**src/hdl/cke_pkg.sv**
```systemverilog
// ----------------------------------------------------------------------------
// cke_pkg
// Shared types and constants for the color-key run extractor: frame limits,
// configuration register map and the result record.
// ----------------------------------------------------------------------------
package cke_pkg;

  // Frame limits; the port widths below are sized for these
  localparam int MAX_WIDTH  = 4096;
  localparam int MAX_HEIGHT = 4096;
  localparam int BATCH_SIZE = 2000;

  localparam int COL_W  = $clog2(MAX_WIDTH);   // column counter
  localparam int ROW_W  = $clog2(MAX_HEIGHT);  // row counter
  localparam int EDGE_W = 13;                  // box edges, exclusive right
  localparam int SIZE_W = 13;                  // image size registers
  localparam int KEY_W  = 24;
  localparam int CHAN_W = 8;

  localparam int CFG_IDX_W  = 2;
  localparam int CFG_DATA_W = 24;

  // Configuration register map
  typedef enum logic [CFG_IDX_W-1:0] {
    REG_KEY_COLOR        = 2'd0,
    REG_KEEP_NONMATCHING = 2'd1,
    REG_IMAGE_WIDTH      = 2'd2,
    REG_IMAGE_HEIGHT     = 2'd3
  } cfg_reg_t;

  typedef struct packed {
    logic [KEY_W-1:0]  key_color;
    logic              keep_nonmatching;
    logic [SIZE_W-1:0] image_width;
    logic [SIZE_W-1:0] image_height;
  } cfg_t;

  // One result record
  typedef struct packed {
    logic              rect_valid;
    logic [COL_W-1:0]  rect_left;
    logic [EDGE_W-1:0] rect_right;
    logic [ROW_W-1:0]  rect_row;
    logic [EDGE_W-1:0] bound_left;
    logic [EDGE_W-1:0] bound_top;
    logic [EDGE_W-1:0] bound_right;
    logic [EDGE_W-1:0] bound_bottom;
    logic              batch_end;
    logic              frame_end;
  } result_t;

endpackage

```
**src/hdl/cke_run_core.sv**
```systemverilog
// ----------------------------------------------------------------------------
// cke_run_core
// Per-pixel key compare, run tracking, raster counters and batch bounding box.
// Result for the pixel on its inputs is combinational; state moves on step.
// ----------------------------------------------------------------------------
module cke_run_core #(
  parameter int BATCH_SIZE = cke_pkg::BATCH_SIZE
) (
  input  logic                         clk,
  input  logic                         rst,
  input  logic                         step,
  input  logic [cke_pkg::CHAN_W-1:0]   pixel_red,
  input  logic [cke_pkg::CHAN_W-1:0]   pixel_green,
  input  logic [cke_pkg::CHAN_W-1:0]   pixel_blue,
  input  cke_pkg::cfg_t                cfg,
  output logic                         emit,
  output cke_pkg::result_t             res
);

  localparam int CNT_W  = $clog2(BATCH_SIZE + 1);
  localparam int COL_W  = cke_pkg::COL_W;
  localparam int ROW_W  = cke_pkg::ROW_W;
  localparam int EDGE_W = cke_pkg::EDGE_W;
  localparam int SIZE_W = cke_pkg::SIZE_W;
  localparam logic [EDGE_W-1:0] BOX_L_RST = EDGE_W'(cke_pkg::MAX_WIDTH);
  localparam logic [EDGE_W-1:0] BOX_T_RST = EDGE_W'(cke_pkg::MAX_HEIGHT);

  // State
  logic [COL_W-1:0]  column_count;
  logic [ROW_W-1:0]  row_count;
  logic              run_open;
  logic [COL_W-1:0]  run_start;
  logic [CNT_W-1:0]  batch_rects;
  logic [EDGE_W-1:0] box_left, box_top, box_right, box_bottom;

  // Per-pixel terms
  logic              match, kept;
  logic [SIZE_W-1:0] width_eff, height_eff;
  logic [EDGE_W-1:0] col_ext, row_ext, col_inc, row_inc;
  logic              last_col, last_row, frame_end;
  logic              close_miss, close_end, have_rect, batch_end;
  logic [COL_W-1:0]  start_now, rect_l;
  logic [EDGE_W-1:0] rect_l_ext, rect_r;
  logic [CNT_W-1:0]  rects_inc, rects_now;
  logic [EDGE_W-1:0] box_l_now, box_t_now, box_r_now, box_b_now;

  // Effective frame size: zero reads as one, oversize saturates
  always_comb begin
    if (cfg.image_width == '0) begin
      width_eff = SIZE_W'(1);
    end else if (cfg.image_width > SIZE_W'(cke_pkg::MAX_WIDTH)) begin
      width_eff = SIZE_W'(cke_pkg::MAX_WIDTH);
    end else begin
      width_eff = cfg.image_width;
    end
    if (cfg.image_height == '0) begin
      height_eff = SIZE_W'(1);
    end else if (cfg.image_height > SIZE_W'(cke_pkg::MAX_HEIGHT)) begin
      height_eff = SIZE_W'(cke_pkg::MAX_HEIGHT);
    end else begin
      height_eff = cfg.image_height;
    end
  end

  // Key compare and raster position
  assign match     = ({pixel_blue, pixel_green, pixel_red} == cfg.key_color);
  assign kept      = cfg.keep_nonmatching ? !match : match;
  assign col_ext   = EDGE_W'(column_count);
  assign row_ext   = EDGE_W'(row_count);
  assign col_inc   = col_ext + EDGE_W'(1);
  assign row_inc   = row_ext + EDGE_W'(1);
  assign last_col  = (col_inc >= width_eff);
  assign last_row  = (row_inc >= height_eff);
  assign frame_end = last_col && last_row;

  // Run close: on a dropped pixel, or at the row end while kept
  assign close_miss = run_open && !kept;
  assign start_now  = (kept && !run_open) ? column_count : run_start;
  assign close_end  = last_col && kept;
  assign have_rect  = close_miss || close_end;
  assign rect_l     = close_end ? start_now : run_start;
  assign rect_l_ext = EDGE_W'(rect_l);
  assign rect_r     = close_end ? col_inc : col_ext;

  // Batch box including this rectangle
  assign rects_inc = CNT_W'(batch_rects + CNT_W'(1));
  assign rects_now = have_rect ? rects_inc : batch_rects;
  assign box_l_now = (have_rect && rect_l_ext < box_left) ? rect_l_ext : box_left;
  assign box_t_now = (have_rect && row_ext < box_top) ? row_ext : box_top;
  assign box_r_now = (have_rect && rect_r > box_right) ? rect_r : box_right;
  assign box_b_now = (have_rect && row_inc > box_bottom) ? row_inc : box_bottom;
  assign batch_end = (have_rect && rects_inc >= CNT_W'(BATCH_SIZE)) ||
                     (frame_end && rects_now != '0);

  // Result record
  assign emit = have_rect || frame_end;
  always_comb begin
    res.rect_valid   = have_rect;
    res.rect_left    = have_rect ? rect_l : '0;
    res.rect_right   = have_rect ? rect_r : '0;
    res.rect_row     = have_rect ? row_count : '0;
    res.bound_left   = box_l_now;
    res.bound_top    = box_t_now;
    res.bound_right  = box_r_now;
    res.bound_bottom = box_b_now;
    res.batch_end    = batch_end;
    res.frame_end    = frame_end;
  end

  // State update
  always_ff @(posedge clk) begin
    if (rst) begin
      column_count <= '0;
      row_count    <= '0;
      run_open     <= 1'b0;
      run_start    <= '0;
      batch_rects  <= '0;
      box_left     <= BOX_L_RST;
      box_top      <= BOX_T_RST;
      box_right    <= '0;
      box_bottom   <= '0;
    end else if (step) begin
      run_open  <= kept && !last_col;
      run_start <= start_now;
      if (last_col) begin
        column_count <= '0;
        row_count    <= last_row ? '0 : ROW_W'(row_inc);
      end else begin
        column_count <= COL_W'(col_inc);
      end
      if (batch_end) begin
        batch_rects <= '0;
        box_left    <= BOX_L_RST;
        box_top     <= BOX_T_RST;
        box_right   <= '0;
        box_bottom  <= '0;
      end else begin
        batch_rects <= rects_now;
        box_left    <= box_l_now;
        box_top     <= box_t_now;
        box_right   <= box_r_now;
        box_bottom  <= box_b_now;
      end
    end
  end

  // Checks
  a_rect_order: assert property (@(posedge clk) disable iff (rst)
    step && have_rect |-> rect_l_ext < rect_r)
    else $error("run rectangle with left not below right");

  a_run_start: assert property (@(posedge clk) disable iff (rst)
    run_open |-> run_start < column_count)
    else $error("open run starts at or after current column");

  a_batch_cnt: assert property (@(posedge clk) disable iff (rst)
    batch_rects < CNT_W'(BATCH_SIZE))
    else $error("batch count reached batch size without reset");

  a_frame_wrap: assert property (@(posedge clk) disable iff (rst)
    step && frame_end |=> column_count == '0 && row_count == '0 && !run_open)
    else $error("counters not cleared after frame end");

endmodule

```
**src/hdl/color_key_run_extractor.sv**
```systemverilog
// ----------------------------------------------------------------------------
// color_key_run_extractor
// Color-key run-length extractor: one-row rectangles of kept pixels plus the
// running bounding box of each batch of rectangles.
// ----------------------------------------------------------------------------
// A result passes the input register, then the result register, after its
//   pixel request is accepted.
// Throughput: one pixel per cycle; the key compare and box update fit one stage.
// A waiting result stalls the input only while the result register is full.
// Reset (rst, synchronous): empties both stages, loads register defaults,
//   clears counters and the open run, and resets the batch box.
module color_key_run_extractor #(
  parameter int BATCH_SIZE = cke_pkg::BATCH_SIZE
) (
  input  logic                            clk,
  input  logic                            rst,
  // configuration
  input  logic                            cfg_write,
  input  logic [cke_pkg::CFG_IDX_W-1:0]   cfg_index,
  input  logic [cke_pkg::CFG_DATA_W-1:0]  cfg_data,
  // pixel channel
  input  logic                            pixel_valid,
  output logic                            pixel_ready,
  input  logic [cke_pkg::CHAN_W-1:0]      pixel_red,
  input  logic [cke_pkg::CHAN_W-1:0]      pixel_green,
  input  logic [cke_pkg::CHAN_W-1:0]      pixel_blue,
  // result channel
  output logic                            result_valid,
  input  logic                            result_ready,
  output logic                            rect_valid,
  output logic [cke_pkg::COL_W-1:0]       rect_left,
  output logic [cke_pkg::EDGE_W-1:0]      rect_right,
  output logic [cke_pkg::ROW_W-1:0]       rect_row,
  output logic [cke_pkg::EDGE_W-1:0]      bound_left,
  output logic [cke_pkg::EDGE_W-1:0]      bound_top,
  output logic [cke_pkg::EDGE_W-1:0]      bound_right,
  output logic [cke_pkg::EDGE_W-1:0]      bound_bottom,
  output logic                            batch_end,
  output logic                            frame_end
);

  cke_pkg::cfg_t    cfg;
  logic                       px_valid;
  logic [cke_pkg::CHAN_W-1:0] px_red, px_green, px_blue;
  logic                       advance, step, emit;
  cke_pkg::result_t           res_next, res;

  // Configuration registers
  always_ff @(posedge clk) begin
    if (rst) begin
      cfg.key_color        <= '0;
      cfg.keep_nonmatching <= 1'b1;
      cfg.image_width      <= cke_pkg::SIZE_W'(cke_pkg::MAX_WIDTH);
      cfg.image_height     <= cke_pkg::SIZE_W'(cke_pkg::MAX_HEIGHT);
    end else if (cfg_write) begin
      case (cke_pkg::cfg_reg_t'(cfg_index))
        cke_pkg::REG_KEY_COLOR: begin
          cfg.key_color <= cfg_data[cke_pkg::KEY_W-1:0];
        end
        cke_pkg::REG_KEEP_NONMATCHING: begin
          cfg.keep_nonmatching <= cfg_data[0];
        end
        cke_pkg::REG_IMAGE_WIDTH: begin
          cfg.image_width <= cfg_data[cke_pkg::SIZE_W-1:0];
        end
        cke_pkg::REG_IMAGE_HEIGHT: begin
          cfg.image_height <= cfg_data[cke_pkg::SIZE_W-1:0];
        end
        default: begin
        end
      endcase
    end
  end

  // Handshake: the pixel stage moves whenever the result register can load
  assign advance     = !result_valid || result_ready;
  assign step        = px_valid && advance;
  assign pixel_ready = !px_valid || advance;

  // Input register
  always_ff @(posedge clk) begin
    if (rst) begin
      px_valid <= 1'b0;
    end else if (pixel_ready) begin
      px_valid <= pixel_valid;
    end
  end

  always_ff @(posedge clk) begin
    if (pixel_valid && pixel_ready) begin
      px_red   <= pixel_red;
      px_green <= pixel_green;
      px_blue  <= pixel_blue;
    end
  end

  // Run tracking and batch box
  cke_run_core #(
    .BATCH_SIZE (BATCH_SIZE)
  ) u_core (
    .clk         (clk),
    .rst         (rst),
    .step        (step),
    .pixel_red   (px_red),
    .pixel_green (px_green),
    .pixel_blue  (px_blue),
    .cfg         (cfg),
    .emit        (emit),
    .res         (res_next)
  );

  // Result register
  always_ff @(posedge clk) begin
    if (rst) begin
      result_valid <= 1'b0;
    end else if (advance) begin
      result_valid <= step && emit;
    end
  end

  always_ff @(posedge clk) begin
    if (step && emit) begin
      res <= res_next;
    end
  end

  assign rect_valid   = res.rect_valid;
  assign rect_left    = res.rect_left;
  assign rect_right   = res.rect_right;
  assign rect_row     = res.rect_row;
  assign bound_left   = res.bound_left;
  assign bound_top    = res.bound_top;
  assign bound_right  = res.bound_right;
  assign bound_bottom = res.bound_bottom;
  assign batch_end    = res.batch_end;
  assign frame_end    = res.frame_end;

endmodule

```
**config.mk**
```make
export PLATFORM = sky130hd
export DESIGN_NAME = color_key_run_extractor
export DESIGN_NICKNAME = d
export VERILOG_FILES = /design/src/hdl/cke_pkg.sv /design/src/hdl/cke_run_core.sv /design/src/hdl/color_key_run_extractor.sv
export SDC_FILE = /design/constraint.sdc
export NUM_CORES = 1
export LEC_CHECK = 0
export ABC_AREA = 0
export BUFFER_PORTS_ARGS = -buffer_cell sky130_fd_sc_hd__buf_2
export CAP_MARGIN = 20
export CORE_MARGIN = 4
export CORE_UTILIZATION = 25
export DETAILED_ROUTE_END_ITERATION = 10
export SYNTH_ARGS = -nofsm -noshare
export SYNTH_HDL_FRONTEND = slang
export SYNTH_HIERARCHICAL = 1
export SYNTH_SLANG_ARGS = --single-unit
```
**constraint.sdc**
```tcl
create_clock -name clk -period 9 [get_ports clk]
set_input_delay 1.35 -clock clk [delete_from_list [all_inputs] [get_ports clk]]
set_output_delay 1.35 -clock clk [all_outputs]
set_load 0.1 [all_outputs]
```
---- Word level (Yosys, flattened, before mapping) ----
Cells that the tools add are included.
operators by class
  $add $sub $neg .......................... 3
  multiply operators ...................... 0
  div/mod/pow operators ................... 0
  order comparisons ....................... 9
  equal/unequal tests ..................... 4
  shift-type cells ........................ 0
  multiplexer cells ....................... 20
  bitwise gates (word level) .............. 0
  reduce and logical (&&, ||, !) cells .... 34
operator list
  cell                     number
  $mux W13                 13
  $mux W12                 4
  $add A12 B1 Y13 const B  2
  $ge A13 B13 Y1           2
  $gt A13 B13 Y1           2
  $gt A13 B13 Y1 const B   2
  $logic_not A13 Y1        2
  $lt A12 B13 Y1           2
  $eq A24 B24 Y1           1
  $mux W11                 2
  $logic_and A1 B1 Y1      14
  $add A11 B1 Y11 const B  1
  $ge A11 B11 Y1 const B   1
  $reduce_bool A11 Y1      1
  $reduce_and A2 Y1        5
  $logic_not A1 Y1         6
  $logic_or A1 B1 Y1       5
  $eq A2 B2 Y1 const B     2
  $eq A2 B1 Y1 const B     1
  $logic_not A2 Y1         1
  $mux W1                  1
word-level totals
  bits in registers ....................... 269
  bits in latches ......................... 0
  bits in writable memories ............... 0
  bits in read-only memories .............. 0
  input port bits ......................... 55
  output and inout bits ................... 94
  logic and storage cells ................. 98
  memories kept ........................... 0

---- Longest topological paths before layout ----
  depth after elaboration ................. 11
  mapped depth ............................ 27
  depth with buffers taken out ............ 22

---- Hierarchy ----
The synthesis kept the hierarchy.
modules (own cells, without submodules)
  module                   instances  cells an instance  area each (µm²)  seq. area each (µm²)
  cke_run_core             1          965                7793.7           2001.9
  color_key_run_extractor  1          326                5703.0           4544.4

---- Worst setup path before layout ----
No wires, ideal clock.
  kind .................................... reg-to-reg
  start ................................... register u_core.column_count[2]
  end ..................................... register res (netlist bit batch_end) (enable)
  setup time .............................. 0.554 ns
  arrival time ............................ 7.308 ns
  required time ........................... 8.446 ns
  path slack .............................. 1.138 ns
  cell stages (with the launch flop) ...... 19
  path buffers ............................ 4
  clock period less this slack ............ 7.862 ns
  cell sequence ........................... dfxtp_1 > clkbuf_1 > and3_1 > and3_1 > clkbuf_1 > and3_1 > and3_1 > xor2_1 > ha_1 > and3_1 > o2111ai_1 > a31o_2 > a21oi_4 > a21oi_2 > buf_6 > clkbuf_1 > nand2_1 > nand2_1 > nor2b_1
between the ends
  longest elaborated chain between the ends .. 6
  elaborated cells on any way between the ends .. 7
  classes of those cells .................. 1 x add/sub; 1 x order compare; 5 x reduce/logical
RTL lines
  item                      line                            source
  start: declaration        cke_run_core.sv:29              logic [COL_W-1:0] column_count;
  start signal: assignment  cke_run_core.sv:129             column_count <= COL_W'(col_inc);
  $add A12 B1 Y13 (*)       cke_run_core.sv:70              assign col_inc = col_ext + EDGE_W'(1);
  $ge A13 B13 Y1 (*)        cke_run_core.sv:72              assign last_col = (col_inc >= width_eff);
  $logic_and A1 B1 Y1       cke_run_core.sv:79              assign close_end = last_col && kept;
  $logic_or A1 B1 Y1        cke_run_core.sv:80              assign have_rect = close_miss || close_end;
  $logic_or A1 B1 Y1 (*)    cke_run_core.sv:96              assign emit = have_rect || frame_end;
  via emit                  color_key_run_extractor.sv:45   logic advance, step, emit;
  $logic_and A1 B1 Y1 (*)   color_key_run_extractor.sv:122  if (step && emit) begin
  end signal: assignment    color_key_run_extractor.sv:123  res <= res_next;
  end: declaration          color_key_run_extractor.sv:46   cke_pkg::result_t res_next, res;
Mark *: on every way through the listed nets, which the timed path passes. The rest lies on a longest branch.
A chain may end at the register's enable or synchronous reset.

---- Final worst setup path ----
  start ................................... register u_core.column_count[0]
  end ..................................... register u_core.box_left[0]
between the ends
  longest elaborated chain between the ends .. 9
  elaborated cells on any way between the ends .. 16
  classes of those cells .................. 1 x add/sub; 2 x order compare; 5 x mux; 8 x reduce/logical
RTL lines
  item                                                                     line                 source
  parallel branches: the longest is 8 deep, another holds $add A12 B1 Y13  n/a
  $mux W13 (*)                                                             cke_run_core.sv:131  if (batch_end) begin
  end signal: assignment                                                   cke_run_core.sv:139  box_left <= box_l_now;
  end: declaration                                                         cke_run_core.sv:34   logic [EDGE_W-1:0] box_left, box_top, box_right, box_bottom;
Mark *: on every way between the ends.

==> flow_summary.yaml <==
sta:
  setup_viol: 0
  period_share_pct: 69.3
  rsz0062_at_grt: "false"
  fin_setup_tns_ps: 0
  maxSlewViolCount: 0
  fin_crit_ps: 6240
  hold_viol_final: 0
  setup_ws_ps: 2760
  clock_skew_ps: 31.3
  max_freq_mhz: 160
  hold_ws_ps: 467
  worst_slew_pin_slew_ps: 1080
  relSlewSlack_pct: 27.7
layout:
  areaGrowthSynthToFinish_pct: 18.4
  final_nets: 1538
  fin_util_pct: 30.2
  final_cell_mix: "dfxtp_1, buf_2, edfxtp_1"
  final_common_cell: "dfxtp_1"
  final_cells: 2121
  fin_area_sq_um: 16000
  drive_above_1_share_pct: 17.6
die:
  start_util_pct: 25.5
  io_pins: 149
  fp.dieH_um: 240
  die-area_sq_um: 57800
  die_x_um: 240
  core_area_sq_um: 53000
  num_rows: 84
worst_hold_path:
  hold_path_class: "reg2reg"
detailed_routing:
  vias: 9780
  wl_per_cell_um: 16.2
  drt-pass1-iter-count: 5
  drt_iter0_markers: 596
  ant_nets: 0
  wl_mm: 34.4
  drc: 0
  viasPerCell: 4.61
setup_path:
  critical_path_class: "reg2reg"
  crit_required_ps: 9410
  cp_data_arrival_time_ps: 6650
  startpoint_type: "flop"
  cp-end-kind: "flop"
  path_max_fanout: 28
power:
  p_total_mw: 2.86
  power.density_nw_per_um2: 179
  peakVddDrop_mv: 0.122
  p_leak_nw: 6.33
synth:
  synth_edf_count: 116
  postSynthCellCount: 1291
  synth_nets: 1424
  synthArstFlopShare_pct: 0
  yosysWarnings: 6
  synth-main-ff-cell: "dfxtp_1"
  yosysSeqAreaShare_pct: 48.5
  synthesis.area_sq_um: 13500
  netlist-cell-type-count: 72
  ys_seq_elements: 269
  syn_area_per_cell_sq_um: 10.5
cts:
  cts_root_buf: "clkbuf_16"
  cts-buffers-inserted: 34
  cts_tree: "built"
  cts_setup_buffers: 0
  cts_resized: 0
  hold_buffers: 0
  cts.sinks: 269
  clk_latency_ps: 550
  clock_path_buffers: 3
  path_clk_slew_ps: 60
  ctsHtreeMaxLevel: 2
status:
  status: "finished, final reports clean"
placement:
  dp_hpwl_mm: 24.7
  place_ws_ps: 2850
  placed_cells: 2055
  placedInstanceArea_sq_um: 14800
  port_buffers: 148
  gp_congestion: 0.823
global_route:
  grt_antenna_before_repair: 3
  grt_overflow: 0
  grt_use_total_pct: 11.6
  grt_pass1_vias: 9446
  grt_max_degree: 65
  grt_pass1_wl_mm: 53.0
flow_run:
  maxCapViolCount: 0
-- layout make-up --
class,count,area (sq um)
fill,5492,37000
sequential,269,6550
multi-input combinational,864,6280
clock buffer,43,946
tap,688,861
timing repair buffer,159,843
inverter,77,289
clock inverter,19,203
antenna,2,5.00
-- final timing paths --
check	startpoint	end	slack, ps	cells after the start
worst max-delay path	u_core/column_count[0]$_SDFFE_PP0P_	u_core/box_left[0]$_SDFFE_PP0P_	2760	23
worst min-delay path	u_core/box_left[11]$_SDFFE_PP0P_	u_core/box_left[11]$_SDFFE_PP0P_	470	1
worst max register to register	u_core/column_count[0]$_SDFFE_PP0P_	u_core/box_left[0]$_SDFFE_PP0P_	2760	23
worst min register to register	u_core/box_left[11]$_SDFFE_PP0P_	u_core/box_left[11]$_SDFFE_PP0P_	470	1
-- power by group --
group / switching (mW) / internal (mW)
combinational: 0.113 / 0.0508
clock: 0.551 / 0.840
sequential: 0.0137 / 1.29
-- Yosys cell counts, drive strengths merged, types with 4 or more instances --
master,instances,area (sq um)
a211oi,9,72.6
a21o,20,150
a21oi,30,165
a22o,37,324
a22oi,5,37.5
a31oi,5,31.3
and2,33,209
and3,18,113
buf,28,195
clkbuf,53,199
dfxtp,153,3060
edfxtp,116,3480
ha,78,976
inv,77,289
mux2,23,293
mux2i,80,801
nand2,98,368
nand2b,84,526
nand3,19,100
nand3b,7,52.6
nand4,17,106
nor2,67,251
nor2b,7,43.8
nor3,11,55.1
nor4,17,121
o21a,6,45.0
o21ai,66,330
o2bb2ai,13,114
o31ai,5,37.5
o32ai,4,35.0
or3,4,25.0
xnor2,17,149
xor2,45,394
-- sequential cells by signal, indices dropped and copies added (netlist names), 8 cells and up --
signal and cells:
u_core/box_right 13, px_green 8, u_core/run_start 12, bound_top 13, cfg 51, px_red 8, u_core/box_left 13, bound_right 13
u_core/column_count 12, rect_left 12, px_blue 8, u_core/box_top 13, rect_row 12, bound_left 13, rect_right 13, u_core/box_bottom 13
bound_bottom 13, u_core/row_count 12, u_core/batch_rects 11
-- layer usage --
layer / up-vias / global-route usage, % / part of all wire (%)
li1: 4814 / - / -
met1: 4640 / 16.6 / 49
met2: 270 / 17.5 / 43
met3: 54 / 2.44 / 5.5
met4: 2 / 3.53 / 2.2
met5: - / 0 / 0.020
-- worst max-delay path: stages (launching register included) --
cell and delay (ps):
dfxtp_1 520, and3_1 300, and3_1 290, and3_1 300, and3_1 250, xor2_1 90
ha_1 310, and3_1 170, o2111ai_1 130, a31o_2 340, a211oi_2 170, buf_4 280
mux2i_1 360, inv_1 100, ha_1 300, a21o_1 180, a21o_1 170, a21o_1 160
a21o_1 170, a21o_1 170, a21oi_1 140, o221a_2 520, o22ai_1 430, o2bb2ai_1 240
-- kinds of logic after synthesis --
| kind of cell | count (synthesis) | synth area share (%) |
|---|---|---|
| mux | 103 | 8.10 |
| flops | 269 | 48.5 |
| buf+inv | 158 | 5.06 |
| fa+ha+maj | 78 | 7.23 |
| xor+xnor | 62 | 4.02 |
| simple gates | 394 | 15.4 |
| compound gates | 227 | 11.7 |
(Power assumes the default switching activity.)
